`src/hw/rtl/rcd_self_test_sequencer_core_macros.svh`:
```
// Assertion macros shared by the self-test sequencer RTL.
// Define ASSERT_OFF to compile every assertion away.
`ifndef RCD_SELF_TEST_SEQUENCER_CORE_MACROS_SVH
`define RCD_SELF_TEST_SEQUENCER_CORE_MACROS_SVH
`ifndef ASSERT_OFF
// Antecedent implies consequent in the same cycle.
`define RCDST_ASSERT_IMPL(label, clk, rst_n, ante, cons) \
	label: assert property (@(posedge clk) disable iff (!rst_n) (ante) |-> (cons)) \
		else $error("assertion failed");
// Antecedent implies consequent in the next cycle.
`define RCDST_ASSERT_NEXT(label, clk, rst_n, ante, cons) \
	label: assert property (@(posedge clk) disable iff (!rst_n) (ante) |=> (cons)) \
		else $error("assertion failed");
`else
`define RCDST_ASSERT_IMPL(label, clk, rst_n, ante, cons)
`define RCDST_ASSERT_NEXT(label, clk, rst_n, ante, cons)
`endif
`endif

```
`src/hw/rtl/rcdst_pkg.sv`:
```
// Shared types, codes and constants of the self-test sequencer.
// No dependencies; used by the register file, the step logic, the core and the testbench.
`default_nettype none
package rcdst_pkg;

	localparam int TIMER_BITS = 16;
	localparam int CFG_W      = 16;
	localparam int CFG_IDX_W  = 3;

	typedef logic [TIMER_BITS-1:0] timer_t;
	typedef logic [3:0]            result_code_t;
	typedef logic [2:0]            phase_t;

	localparam logic [CFG_IDX_W-1:0] REG_STARTUP    = 3'd0;
	localparam logic [CFG_IDX_W-1:0] REG_MIN_ACTIVE = 3'd1;
	localparam logic [CFG_IDX_W-1:0] REG_PULSE      = 3'd2;
	localparam logic [CFG_IDX_W-1:0] REG_F6_WAIT    = 3'd3;
	localparam logic [CFG_IDX_W-1:0] REG_F30_WAIT   = 3'd4;
	localparam logic [CFG_IDX_W-1:0] REG_RECOVERY   = 3'd5;
	localparam logic [CFG_IDX_W-1:0] REG_SETTLE     = 3'd6;

	localparam timer_t RST_STARTUP    = 16'd300;
	localparam timer_t RST_MIN_ACTIVE = 16'd200;
	localparam timer_t RST_PULSE      = 16'd100;
	localparam timer_t RST_F6_WAIT    = 16'd700;
	localparam timer_t RST_F30_WAIT   = 16'd700;
	localparam timer_t RST_RECOVERY   = 16'd2500;
	localparam timer_t RST_SETTLE     = 16'd100;

	localparam phase_t PH_IDLE     = 3'd0;
	localparam phase_t PH_STARTUP  = 3'd1;
	localparam phase_t PH_PULSE    = 3'd2;
	localparam phase_t PH_WAIT_F6  = 3'd3;
	localparam phase_t PH_WAIT_F30 = 3'd4;
	localparam phase_t PH_RECOVERY = 3'd5;
	localparam phase_t PH_SETTLE   = 3'd6;
	localparam phase_t PH_HOLD     = 3'd7;

	localparam result_code_t RES_IDLE    = 4'd0;
	localparam result_code_t RES_RUNNING = 4'd1;
	localparam result_code_t RES_PASS    = 4'd2;
	localparam result_code_t RES_INITIAL = 4'd3;
	localparam result_code_t RES_F6_TO   = 4'd4;
	localparam result_code_t RES_F30_TO  = 4'd5;
	localparam result_code_t RES_REC_TO  = 4'd6;
	localparam result_code_t RES_SENSOR  = 4'd7;
	localparam result_code_t RES_SEQ     = 4'd8;

	typedef struct packed {
		timer_t startup_ms;
		timer_t min_active_ms;
		timer_t pulse_ms;
		timer_t f6_wait_ms;
		timer_t f30_wait_ms;
		timer_t recovery_ms;
		timer_t settle_ms;
	} cfg_t;

	typedef struct packed {
		logic       cmd;
		logic [7:0] cmd_len;
		logic [7:0] cmd_value;
		logic       f6_level;
		logic       f30_level;
		logic       err_level;
	} item_t;

	typedef struct packed {
		logic         test_pin;
		logic         test_busy;
		result_code_t test_result;
		logic         cmd_accepted;
	} result_t;

	// Saturating increment of a timer.
	function automatic timer_t tinc(input timer_t v);
		return (v == {TIMER_BITS{1'b1}}) ? v : v + timer_t'(1);
	endfunction

endpackage
`default_nettype wire

```
`src/hw/rtl/rcdst_if.sv`:
```
// Handshake channels of the self-test sequencer: command items in, results out.
// Depends on nothing but plain logic types.
`default_nettype none
interface rcdst_item_if;
	logic       valid;
	logic       ready;
	logic       cmd;
	logic [7:0] cmd_len;
	logic [7:0] cmd_value;
	logic       f6_level;
	logic       f30_level;
	logic       err_level;

	modport source (output valid, cmd, cmd_len, cmd_value, f6_level, f30_level, err_level,
		input ready);
	modport sink (input valid, cmd, cmd_len, cmd_value, f6_level, f30_level, err_level,
		output ready);
endinterface

interface rcdst_result_if;
	logic       valid;
	logic       ready;
	logic       test_pin;
	logic       test_busy;
	logic [3:0] test_result;
	logic       cmd_accepted;

	modport source (output valid, test_pin, test_busy, test_result, cmd_accepted,
		input ready);
	modport sink (input valid, test_pin, test_busy, test_result, cmd_accepted,
		output ready);
endinterface
`default_nettype wire

```
`src/hw/rtl/rcdst_cfg_regs.sv`:
```
// Configuration register file of the self-test sequencer.
// Depends on rcdst_pkg for the register indexes and reset values.
`default_nettype none
module rcdst_cfg_regs (
	input  wire logic                           clk,
	input  wire logic                           arst_n,
	input  wire logic                           cfg_we,
	input  wire logic [rcdst_pkg::CFG_IDX_W-1:0] cfg_index,
	input  wire logic [rcdst_pkg::CFG_W-1:0]     cfg_wdata,
	output rcdst_pkg::cfg_t                     cfg
);
	import rcdst_pkg::*;

	cfg_t cfg_q;

	always_ff @(posedge clk or negedge arst_n) begin
		if (!arst_n) begin
			cfg_q.startup_ms    <= RST_STARTUP;
			cfg_q.min_active_ms <= RST_MIN_ACTIVE;
			cfg_q.pulse_ms      <= RST_PULSE;
			cfg_q.f6_wait_ms    <= RST_F6_WAIT;
			cfg_q.f30_wait_ms   <= RST_F30_WAIT;
			cfg_q.recovery_ms   <= RST_RECOVERY;
			cfg_q.settle_ms     <= RST_SETTLE;
		end else if (cfg_we) begin
			case (cfg_index)
				REG_STARTUP:    cfg_q.startup_ms    <= cfg_wdata;
				REG_MIN_ACTIVE: cfg_q.min_active_ms <= cfg_wdata;
				REG_PULSE:      cfg_q.pulse_ms      <= cfg_wdata;
				REG_F6_WAIT:    cfg_q.f6_wait_ms    <= cfg_wdata;
				REG_F30_WAIT:   cfg_q.f30_wait_ms   <= cfg_wdata;
				REG_RECOVERY:   cfg_q.recovery_ms   <= cfg_wdata;
				REG_SETTLE:     cfg_q.settle_ms     <= cfg_wdata;
				default: ;
			endcase
		end
	end

	assign cfg = cfg_q;
endmodule
`default_nettype wire

```
`src/hw/rtl/rcdst_step.sv`:
```
// Sequencer state and the per-tick next-state logic of the self-test.
// Depends on rcdst_pkg for phase and result codes, types and tinc().
`default_nettype none
module rcdst_step (
	input  wire logic       clk,
	input  wire logic       arst_n,
	input  wire logic       en,
	input  rcdst_pkg::item_t item,
	input  rcdst_pkg::cfg_t  cfg,
	output rcdst_pkg::result_t res
);
	import rcdst_pkg::*;

	phase_t       phase_q, ph_cur, ph_n;
	timer_t       ptim_q, ptim_n;
	timer_t       atim_q, atim_n;
	timer_t       uptime_q, uptime_n;
	logic         early_q, early_n;
	logic         active_q, act_n;
	result_code_t last_q, last_n;
	result_code_t pend_q, pend_n;
	logic         acc;

	always_comb begin
		acc = item.cmd && (item.cmd_len == 8'd1) && (item.cmd_value == 8'd1) && !active_q;

		act_n   = active_q;
		last_n  = last_q;
		atim_n  = atim_q;
		ptim_n  = ptim_q;
		early_n = early_q;
		pend_n  = pend_q;
		ph_cur  = phase_q;
		if (acc) begin
			act_n   = 1'b1;
			last_n  = RES_RUNNING;
			atim_n  = '0;
			ptim_n  = '0;
			early_n = 1'b0;
			ph_cur  = PH_STARTUP;
		end
		ph_n = ph_cur;

		case (ph_cur)
			PH_STARTUP: begin
				if (uptime_q >= cfg.startup_ms) begin
					if (item.f6_level || item.f30_level) begin
						pend_n = RES_INITIAL;
						ph_n   = PH_HOLD;
					end else begin
						ph_n   = PH_PULSE;
						ptim_n = '0;
					end
				end
			end
			PH_PULSE: begin
				// The pulse counts first, so a limit of zero still gives one low tick.
				ptim_n = tinc(ptim_n);
				if (ptim_n >= cfg.pulse_ms) begin
					ph_n    = PH_WAIT_F6;
					ptim_n  = '0;
					early_n = 1'b0;
				end
			end
			PH_WAIT_F6: begin
				if (item.f30_level)
					early_n = 1'b1;
				if (item.f6_level) begin
					if (early_n) begin
						pend_n = RES_SEQ;
						ph_n   = PH_HOLD;
					end else begin
						ph_n   = PH_WAIT_F30;
						ptim_n = '0;
					end
				end else if (ptim_n >= cfg.f6_wait_ms) begin
					pend_n = RES_F6_TO;
					ph_n   = PH_HOLD;
				end else begin
					ptim_n = tinc(ptim_n);
				end
			end
			PH_WAIT_F30: begin
				if (item.f30_level) begin
					ph_n   = PH_RECOVERY;
					ptim_n = '0;
				end else if (ptim_n >= cfg.f30_wait_ms) begin
					pend_n = RES_F30_TO;
					ph_n   = PH_HOLD;
				end else begin
					ptim_n = tinc(ptim_n);
				end
			end
			PH_RECOVERY: begin
				if (!item.f6_level && !item.f30_level) begin
					ph_n   = PH_SETTLE;
					ptim_n = '0;
				end else if (ptim_n >= cfg.recovery_ms) begin
					pend_n = RES_REC_TO;
					ph_n   = PH_HOLD;
				end else begin
					ptim_n = tinc(ptim_n);
				end
			end
			PH_SETTLE: begin
				if (ptim_n >= cfg.settle_ms) begin
					pend_n = item.err_level ? RES_SENSOR : RES_PASS;
					ph_n   = PH_HOLD;
				end else begin
					ptim_n = tinc(ptim_n);
				end
			end
			default: ;
		endcase

		// A finished test is released once it has been active long enough.
		if ((ph_n == PH_HOLD) && (atim_n >= cfg.min_active_ms)) begin
			act_n  = 1'b0;
			last_n = pend_n;
			ph_n   = PH_IDLE;
		end

		res.test_pin     = (ph_n != PH_PULSE);
		res.test_busy    = act_n;
		res.test_result  = act_n ? RES_RUNNING : last_n;
		res.cmd_accepted = acc;

		if (act_n)
			atim_n = tinc(atim_n);
		uptime_n = (uptime_q < cfg.startup_ms) ? tinc(uptime_q) : uptime_q;
	end

	always_ff @(posedge clk or negedge arst_n) begin
		if (!arst_n) begin
			phase_q  <= PH_IDLE;
			ptim_q   <= '0;
			atim_q   <= '0;
			uptime_q <= '0;
			early_q  <= 1'b0;
			active_q <= 1'b0;
			last_q   <= RES_IDLE;
			pend_q   <= RES_IDLE;
		end else if (en) begin
			phase_q  <= ph_n;
			ptim_q   <= ptim_n;
			atim_q   <= atim_n;
			uptime_q <= uptime_n;
			early_q  <= early_n;
			active_q <= act_n;
			last_q   <= last_n;
			pend_q   <= pend_n;
		end
	end
endmodule
`default_nettype wire

```
`src/hw/rtl/rcd_self_test_sequencer_core.sv`:
```
// Residual-current sensor self-test sequencer. Each input transaction is one
// millisecond tick carrying the sampled trip and error pins and, optionally, a test
// command; each produces exactly one result transaction with the test pin drive,
// the busy flag, the result code and whether this tick's command started a test.
// The block takes one transaction per clock cycle while the result side keeps up;
// an accepted transaction is held in the input register, the whole tick is evaluated
// between the input register and the result register, and the result is offered
// from the result register until it is taken.
// A result left waiting holds the input register, after which the input stalls.
// Configuration registers hold their documented reset values and may be written
// only while no transaction is in flight.
// Depends on rcdst_pkg, rcdst_if, rcdst_cfg_regs, rcdst_step and the macros header.
`default_nettype none
`include "rcd_self_test_sequencer_core_macros.svh"
module rcd_self_test_sequencer_core (
	input  wire logic                            clk,
	input  wire logic                            arst_n,
	input  wire logic                            cfg_we,
	input  wire logic [rcdst_pkg::CFG_IDX_W-1:0] cfg_index,
	input  wire logic [rcdst_pkg::CFG_W-1:0]     cfg_wdata,
	rcdst_item_if.sink                           item,
	rcdst_result_if.source                       result
);
	import rcdst_pkg::*;

	cfg_t    cfg;
	item_t   item_s1;
	logic    valid_s1;
	result_t res_comb;
	result_t res_s2;
	logic    valid_s2;
	logic    item_acc;
	logic    advance;

	// The input stage moves on whenever the result register is free or being drained.
	assign advance    = valid_s1 && (!valid_s2 || result.ready);
	assign item.ready = !valid_s1 || advance;
	assign item_acc   = item.valid && item.ready;

	rcdst_cfg_regs u_cfg (
		.clk       (clk),
		.arst_n    (arst_n),
		.cfg_we    (cfg_we),
		.cfg_index (cfg_index),
		.cfg_wdata (cfg_wdata),
		.cfg       (cfg)
	);

	rcdst_step u_step (
		.clk    (clk),
		.arst_n (arst_n),
		.en     (advance),
		.item   (item_s1),
		.cfg    (cfg),
		.res    (res_comb)
	);

	always_ff @(posedge clk or negedge arst_n) begin
		if (!arst_n) begin
			valid_s1 <= 1'b0;
		end else if (item_acc) begin
			valid_s1 <= 1'b1;
		end else if (advance) begin
			valid_s1 <= 1'b0;
		end
	end

	always_ff @(posedge clk) begin
		if (item_acc) begin
			item_s1.cmd       <= item.cmd;
			item_s1.cmd_len   <= item.cmd_len;
			item_s1.cmd_value <= item.cmd_value;
			item_s1.f6_level  <= item.f6_level;
			item_s1.f30_level <= item.f30_level;
			item_s1.err_level <= item.err_level;
		end
	end

	always_ff @(posedge clk or negedge arst_n) begin
		if (!arst_n) begin
			valid_s2 <= 1'b0;
		end else if (advance) begin
			valid_s2 <= 1'b1;
		end else if (result.ready) begin
			valid_s2 <= 1'b0;
		end
	end

	always_ff @(posedge clk) begin
		if (advance)
			res_s2 <= res_comb;
	end

	assign result.valid        = valid_s2;
	assign result.test_pin     = res_s2.test_pin;
	assign result.test_busy    = res_s2.test_busy;
	assign result.test_result  = res_s2.test_result;
	assign result.cmd_accepted = res_s2.cmd_accepted;

	`RCDST_ASSERT_NEXT(a_advance_fills_result, clk, arst_n, advance, valid_s2)
	`RCDST_ASSERT_IMPL(a_pulse_only_when_busy, clk, arst_n, valid_s2,
		res_s2.test_pin || res_s2.test_busy)
	`RCDST_ASSERT_IMPL(a_busy_reports_running, clk, arst_n,
		valid_s2 && res_s2.test_busy, res_s2.test_result == RES_RUNNING)
	`RCDST_ASSERT_IMPL(a_running_code_only_busy, clk, arst_n,
		valid_s2 && !res_s2.test_busy, res_s2.test_result != RES_RUNNING)
endmodule
`default_nettype wire

```
`src/flat_wrapper.sv`:
```
// flat-port wrapper written by rule: the top's interface ports become plain ports
module rcd_self_test_sequencer_core_flat import rcdst_pkg::*;
  (clk, arst_n, cfg_we, cfg_index, cfg_wdata, item_valid, item_cmd, item_cmd_len, item_cmd_value, item_f6_level, item_f30_level, item_err_level, item_ready, result_valid, result_test_pin, result_test_busy, result_test_result, result_cmd_accepted, result_ready);
  rcdst_item_if item_i ();
  rcdst_result_if result_i ();
  input  wire logic clk;
  input  wire logic arst_n;
  input  wire logic cfg_we;
  input  wire logic [rcdst_pkg::CFG_IDX_W-1:0] cfg_index;
  input  wire logic [rcdst_pkg::CFG_W-1:0] cfg_wdata;
  input wire logic [$bits(item_i.valid)-1:0] item_valid;
  input wire logic [$bits(item_i.cmd)-1:0] item_cmd;
  input wire logic [$bits(item_i.cmd_len)-1:0] item_cmd_len;
  input wire logic [$bits(item_i.cmd_value)-1:0] item_cmd_value;
  input wire logic [$bits(item_i.f6_level)-1:0] item_f6_level;
  input wire logic [$bits(item_i.f30_level)-1:0] item_f30_level;
  input wire logic [$bits(item_i.err_level)-1:0] item_err_level;
  output wire logic [$bits(item_i.ready)-1:0] item_ready;
  output wire logic [$bits(result_i.valid)-1:0] result_valid;
  output wire logic [$bits(result_i.test_pin)-1:0] result_test_pin;
  output wire logic [$bits(result_i.test_busy)-1:0] result_test_busy;
  output wire logic [$bits(result_i.test_result)-1:0] result_test_result;
  output wire logic [$bits(result_i.cmd_accepted)-1:0] result_cmd_accepted;
  input wire logic [$bits(result_i.ready)-1:0] result_ready;
  assign item_i.valid = item_valid;
  assign item_i.cmd = item_cmd;
  assign item_i.cmd_len = item_cmd_len;
  assign item_i.cmd_value = item_cmd_value;
  assign item_i.f6_level = item_f6_level;
  assign item_i.f30_level = item_f30_level;
  assign item_i.err_level = item_err_level;
  assign item_ready = item_i.ready;
  assign result_valid = result_i.valid;
  assign result_test_pin = result_i.test_pin;
  assign result_test_busy = result_i.test_busy;
  assign result_test_result = result_i.test_result;
  assign result_cmd_accepted = result_i.cmd_accepted;
  assign result_i.ready = result_ready;
  rcd_self_test_sequencer_core u_core (.clk(clk), .arst_n(arst_n), .cfg_we(cfg_we), .cfg_index(cfg_index), .cfg_wdata(cfg_wdata), .item(item_i), .result(result_i));
endmodule
```
`config.mk`:
```
export PLATFORM = sky130hd
export DESIGN_NAME = rcd_self_test_sequencer_core_flat
export DESIGN_NICKNAME = d
export VERILOG_FILES = /design/src/hw/rtl/rcdst_pkg.sv /design/src/hw/rtl/rcdst_if.sv /design/src/hw/rtl/rcdst_cfg_regs.sv /design/src/hw/rtl/rcdst_step.sv /design/src/hw/rtl/rcd_self_test_sequencer_core.sv /design/src/flat_wrapper.sv
export VERILOG_INCLUDE_DIRS = /design/src /design/src/hw/rtl
export SDC_FILE = /design/constraint.sdc
export NUM_CORES = 1
export LEC_CHECK = 0
export BUFFER_PORTS_ARGS = -buffer_cell sky130_fd_sc_hd__buf_4
export CAP_MARGIN = 25
export CORE_MARGIN = 2
export CORE_UTILIZATION = 67
export CTS_CLUSTER_SIZE = 30
export DETAILED_ROUTE_END_ITERATION = 10
export PLACE_DENSITY = 0.95
export REMOVE_ABC_BUFFERS = 1
export SLEW_MARGIN = 20
export SYNTH_ARGS = -nofsm -noshare
export SYNTH_HDL_FRONTEND = slang
export SYNTH_HIERARCHICAL = 1
export SYNTH_SLANG_ARGS = --single-unit
```
`constraint.sdc`:
```
create_clock -name clk -period 10.35 [get_ports clk]
set_input_delay 1.035 -clock clk [delete_from_list [all_inputs] [get_ports clk]]
set_output_delay 1.035 -clock clk [all_outputs]
set_load 0.01 [all_outputs]
```
-- Word level (Yosys, flattened, before mapping)
Index checks and enable logic that the tools add are counted.
W data, S select, Z words.
- register bits after elaboration: 202
- word-level logic and storage cells: 140
- equality and inequality tests: 19
- muxes and demuxes: 56
- $add $sub $neg: 3
- magnitude comparators: 8
- reductions and logical operators: 26
- bitwise operators: 1
- operator list (kind ; count):
    $mux W16 ; 16
    $ge A16 B16 Y1 ; 7
    $pmux W16 S6 ; 1
    $add A16 B1 Y16 const B ; 3
    $eq A16 B16 Y1 const B ; 3
    $mux W4 ; 12
    $mux W3 ; 13
    $eq A3 B3 Y1 const B ; 7
    $pmux W4 S5 ; 1
    $pmux W3 S6 ; 1
    $eq A8 B1 Y1 const B ; 2
    $lt A16 B16 Y1 ; 1
    $reduce_and A2 Y1 ; 7
    $eq A3 B2 Y1 const B ; 4
    $mux W1 ; 10
    $logic_and A1 B1 Y1 ; 7
    $eq A3 B1 Y1 const B ; 2
    $logic_not A1 Y1 ; 5
    $reduce_bool A2 Y1 ; 2
    $logic_not A3 Y1 ; 1
    $logic_or A1 B1 Y1 ; 3
    $ne A3 B2 Y1 const B ; 1
    $reduce_and A3 Y1 ; 1
    $mux W2 ; 1
    2 further kinds ; 2

-- Longest topological paths before layout
- depth after elaboration: 14
- depth in mapped cells: 28
- depth with buffers taken out: 23

-- Hierarchy
Netlist, hierarchy kept.
- modules (own cells, without submodules) (module ; area an instance (um^2) ; cells an instance ; instances):
    rcdst_step ; 6874.1 ; 876 ; 1
    rcdst_cfg_regs ; 4341.7 ; 245 ; 1
    rcd_self_test_sequencer_core ; 914.6 ; 35 ; 1

-- Least setup slack after synthesis
Ideal clock, no wire load.
- path type: flip-flop to flip-flop
- start: reg u_core/item_s1[12] (netlist bit)
- end: reg u_core.res_s2 (netlist bit u_core/result.test_result[1]), data pin
- cell stages (with the launch flop): 25
- data arrival time: 5.631 ns
- path buffers: 3
- period minus slack after synthesis: 5.888 ns
- setup time: 0.257 ns
- path slack: 4.462 ns
- cell sequence: edfxtp_1 nor4b_2 nand2_1 nor4_4 clkbuf_1 nor2b_1 ha_1 and3_1 and3_1 nand4_1 and4_1 clkbuf_1 nand3_1 xor2_1 nor2_1 ha_1 nand4_1 a2111oi_0 a21oi_1 o41ai_1 a211oi_1 or4b_1 buf_2 and2_1 a32o_1
- cells in the longest elaborated chain, start to end: 13
- ends and longest elaborated chain (what ; line ; RTL):
    start: declaration ; rcd_self_test_sequencer_core.sv:27 ; item_t item_s1;
    $eq A8 B1 Y1 * ; rcdst_step.sv:25 ; acc = item.cmd && (item.cmd_len == 8'd1) && (item.cmd_value == 8'd1) && !active_q;
    $logic_and A1 B1 Y1 * (3 in series) ; rcdst_step.sv:25 ;
    $mux W16 / $mux W1 (equally long branches) ; rcdst_step.sv:34 ; if (acc) begin
    $add A16 B1 Y16 (tied with other cells) ; rcdst_pkg.sv:77 ; return (v == {TIMER_BITS{1'b1}}) ? v : v + timer_t'(1);
    $mux W16 / $mux W1 (equally long branches) ; rcdst_pkg.sv:77, rcdst_step.sv:44 ;
    $ge A16 B16 Y1 / $mux W2 (equally long branches) ; rcdst_step.sv:59, rcdst_step.sv:69 ;
    $mux W3, on equally long branches ; rcdst_step.sv:59, rcdst_step.sv:68 ;
    $pmux W3 S6 ; rcdst_step.sv:44 ; case (ph_cur)
    $eq A3 B3 Y1 ; rcdst_step.sv:117 ; if ((ph_n == PH_HOLD) && (atim_n >= cfg.min_active_ms)) begin
    $logic_and A1 B1 Y1 ; rcdst_step.sv:117 ;
    $mux W4 / $mux W1 (equally long branches) ; rcdst_step.sv:117 ;
    end signal: assignment ; rcd_self_test_sequencer_core.sv:91 ; res_s2 <= res_comb;
    end: declaration ; rcd_self_test_sequencer_core.sv:30 ; result_t res_s2;
Every way passes the cells marked *; elsewhere a longest branch is shown, timed or not. The select of a mux whose other input is x is not followed.
A chain may end at the register's enable or synchronous reset.

==> reports/results.ini <==
[sta]
hold_viol=0
timing.final.crit_share=0.7042
setup_tns_ns=0
max_freq_mhz=137.2
rsz0062_at_grt=no
maxSlewHeadroom=0.3405
report.final.setup_viol=0
finClkSkew_ns=0.03603
slew_violations=0
tightest_slew_ns=0.9868
period_minus_slack_ns=7.288

[synthesis]
ys_seq_area_frac=0.4309
synth_top_family_by_area=simple AND/OR/NAND/NOR gates
synth_xor_xnor_area_share=0.03105
syn-mean-instance-area_um2=10.49
async_flop_share=0.8663
ys_ff_latch=202
synth_flop_cell=dfrtp_1
synth_simple_gate_area_frac=0.1480
synth_compound_area_frac=0.09819
synth_cells=1156
synthAdderAreaFrac=0.1186
synth-edff-count=27
ys_types=81
synth_mux_area_frac=0.1132
syn_area_um2=12130
ys_warn_count=6

[cts]
clk_latency_ns=0.54
htreeDepth=1
cts.sinks=202
clk_pin_slew_worst_paths_ns=0.06
tritoncts=done
cts-resized-gates=0
cts_root_buf=clkbuf_16
cts_buffer_depth=3
numCtsBuffers=22
cts_hold_buf=0
postCtsSetupBuffers=0

[global_route]
grt_use_total=0.3490
grt_max_degree=115
antenna_found_initial=0
grt_pass1_vias=10090
overflow=0
grt_pass1_wl_mm=53.46

[drt]
wl_mm=33.68
drc=0
first_pass_iters=9
vias=9744
drt_iter0_drc=1332
via_per_inst=6.720
wl_per_cell_um=23.22
ant_nets=0

[die]
die-width_um=138.6
core_area_um2=17840
rows=49
io_pins=53
die_h_um=138.6
dieArea_um2=19200
start_util=0.6799

[critical_path]
critPathKind=reg -> reg
path_max_fanout=36
critical_path_required_ns=10.61
worstPathArrival_ns=7.55
start_kind=register
endpoint_kind=register

[cells_and_area]
drive_above_1_share=0.2129
layout.nets=1364
antenna_cells=0
final_common_cell=dfrtp_1
seqCellArea_um2=5228
layout_common_cells=dfrtp_1, inv_1, ha_1, mux2_2, nand2_1
multiInputGateArea_um2=6221
fill_cells=1087
area_delta_synth_final_pct=11.05

[pwr]
powerDensity_nw_per_um2=200.4
ir_drop_uv=163.0
power_w=0.002700
p_leak_nw=6.511

[placement]
dp_hpwl_mm=21.76
io_buffers=52
gp_congestion=0.9475

[flow_run]
cap_violations=0

[status]
status=complete, no violations

[hold_path]
hold_path_class=reg -> reg

[cell type report]
| cell class | instances | share of cell area |
|---|---|---|
| clock inverter | 11 | 0.01003 |
| sequential | 202 | 0.3881 |
| multi-input combinational | 780 | 0.4618 |
| inverter | 137 | 0.03818 |
| clock buffer | 29 | 0.04514 |
| tap | 229 | 0.02127 |
| timing repair buffer | 62 | 0.03548 |
[where the power goes]
| group | leakage (nW) | switching [W] | internal, W |
|---|---|---|---|
| Sequential | 2.39 | 0.000123 | 0.000975 |
| Clock | 0.362 | 0.000334 | 0.000469 |
| Combinational | 3.76 | 0.000455 | 0.000345 |
[through the flow]
stage,std cells,util,hold slack (ns),cell area (µm²),setup slack [ns]
floorplan,1119,-,0.4565,11920,3.775
global placement,1407,0.7116,0.4707,12690,3.752
detailed placement,1408,0.7120,0.4916,12700,3.505
CTS,1448,0.7536,0.5077,13450,3.282
global route,1450,0.7550,0.5208,13470,2.701
finish,1450,0.7550,0.5061,13470,3.062
[flip-flops by register name, summed over array words and instances (netlist names)]
name / cells
u_core/result.cmd_accepted: 1
u_core/result.test_result: 4
u_core/result.test_pin: 1
u_core/result.valid: 1
u_core/u_step/pend_q: 4
u_core/u_step/atim_q: 16
u_core/u_step/uptime_q: 16
u_core/item_s1: 20
u_core/u_cfg/cfg: 112
u_core/u_step/last_q: 4
u_core/u_step/early_q: 1
u_core/result.test_busy: 1
u_core/u_step/phase_q: 3
u_core/valid_s1: 1
u_core/u_step/ptim_q: 16
u_core/u_step/active_q: 1
[cell families after synthesis]
| logic type | after synthesis |
|---|---|
| AO/OA/AOI/OAI | 180 |
| XOR/XNOR | 43 |
| adder cells (fa/ha/maj) | 115 |
| buffers and inverters | 174 |
| flip-flops | 202 |
| multiplexers | 119 |
| AND/OR/NAND/NOR | 323 |
[cell usage after synthesis (4+ instances only)]
master,number,area [µm²]
dfrtp_1,145,3628
nand2_1,82,307.8
dfstp_2,30,788.3
a21oi_1,58,290.3
a21boi_0,4,30.03
a211o_1,5,43.79
edfxtp_1,27,810.8
inv_1,137,514.2
o21ai_0,31,155.2
and4_1,9,78.83
or3_1,4,25.02
mux2_4,10,150.1
buf_6,7,78.83
ha_1,115,1439
clkbuf_1,18,67.56
a21o_1,14,105.1
xnor2_1,23,201.4
buf_2,9,45.04
mux2_2,104,1171
nor4_1,5,31.28
and3_1,17,106.4
mux2i_1,4,40.04
and2_1,7,43.79
nor2b_1,27,168.9
nand4_1,29,181.4
a211oi_1,8,60.06
nand2b_1,11,68.82
nor3_1,20,100.1
nor2_1,43,161.4
nand3_1,39,195.2
a22o_1,13,113.9
xor2_1,20,175.2
a22oi_1,4,30.03
[worst max-delay path, stage by stage, from the launching register on]
cell       delay, ns
edfxtp_1        0.39
nor4b_2         0.36
nand2_1         0.18
nor4_4          0.27
buf_4           0.40
nor2b_1         0.22
ha_1            0.30
and3_1          0.23
and3_1          0.22
nand4_1         0.38
and4_1          0.47
nand4_1         0.17
xnor2_1         0.20
ha_1            0.30
nand4_1         0.16
a2111oi_0       0.46
a21oi_1         0.19
o41ai_1         0.44
a211oi_1        0.11
or4b_1          0.98
and2_1          0.36
a32o_1          0.22
[metal layers]
layer | track usage | up-vias | share of wire
met3 | 0.06526 | 193 | 0.088
met4 | 0.1917 | 0 | 0.065
met2 | 0.5719 | 629 | 0.47
li1 | - | 4197 | -
met5 | 0 | - | 0
met1 | 0.4414 | 4725 | 0.38
[final timing paths]
path	start	endpoint	slack [ns]	cells after the start
setup / recovery	u_core/item_s1[12]	u_core/result.test_result[1]	3.06	21
hold / removal	u_core/u_step/last_q[1]	u_core/u_step/last_q[1]	0.51	1
setup reg to reg	u_core/item_s1[12]	u_core/result.test_result[1]	3.06	21
hold reg to reg	u_core/u_step/last_q[1]	u_core/u_step/last_q[1]	0.51	1
max in group asynchronous	arst_n	u_core/u_step/last_q[0]	8.29	2
min in group asynchronous	arst_n	u_core/u_cfg/cfg[12]	0.60	1
Power figures use the tool's default switching activity.
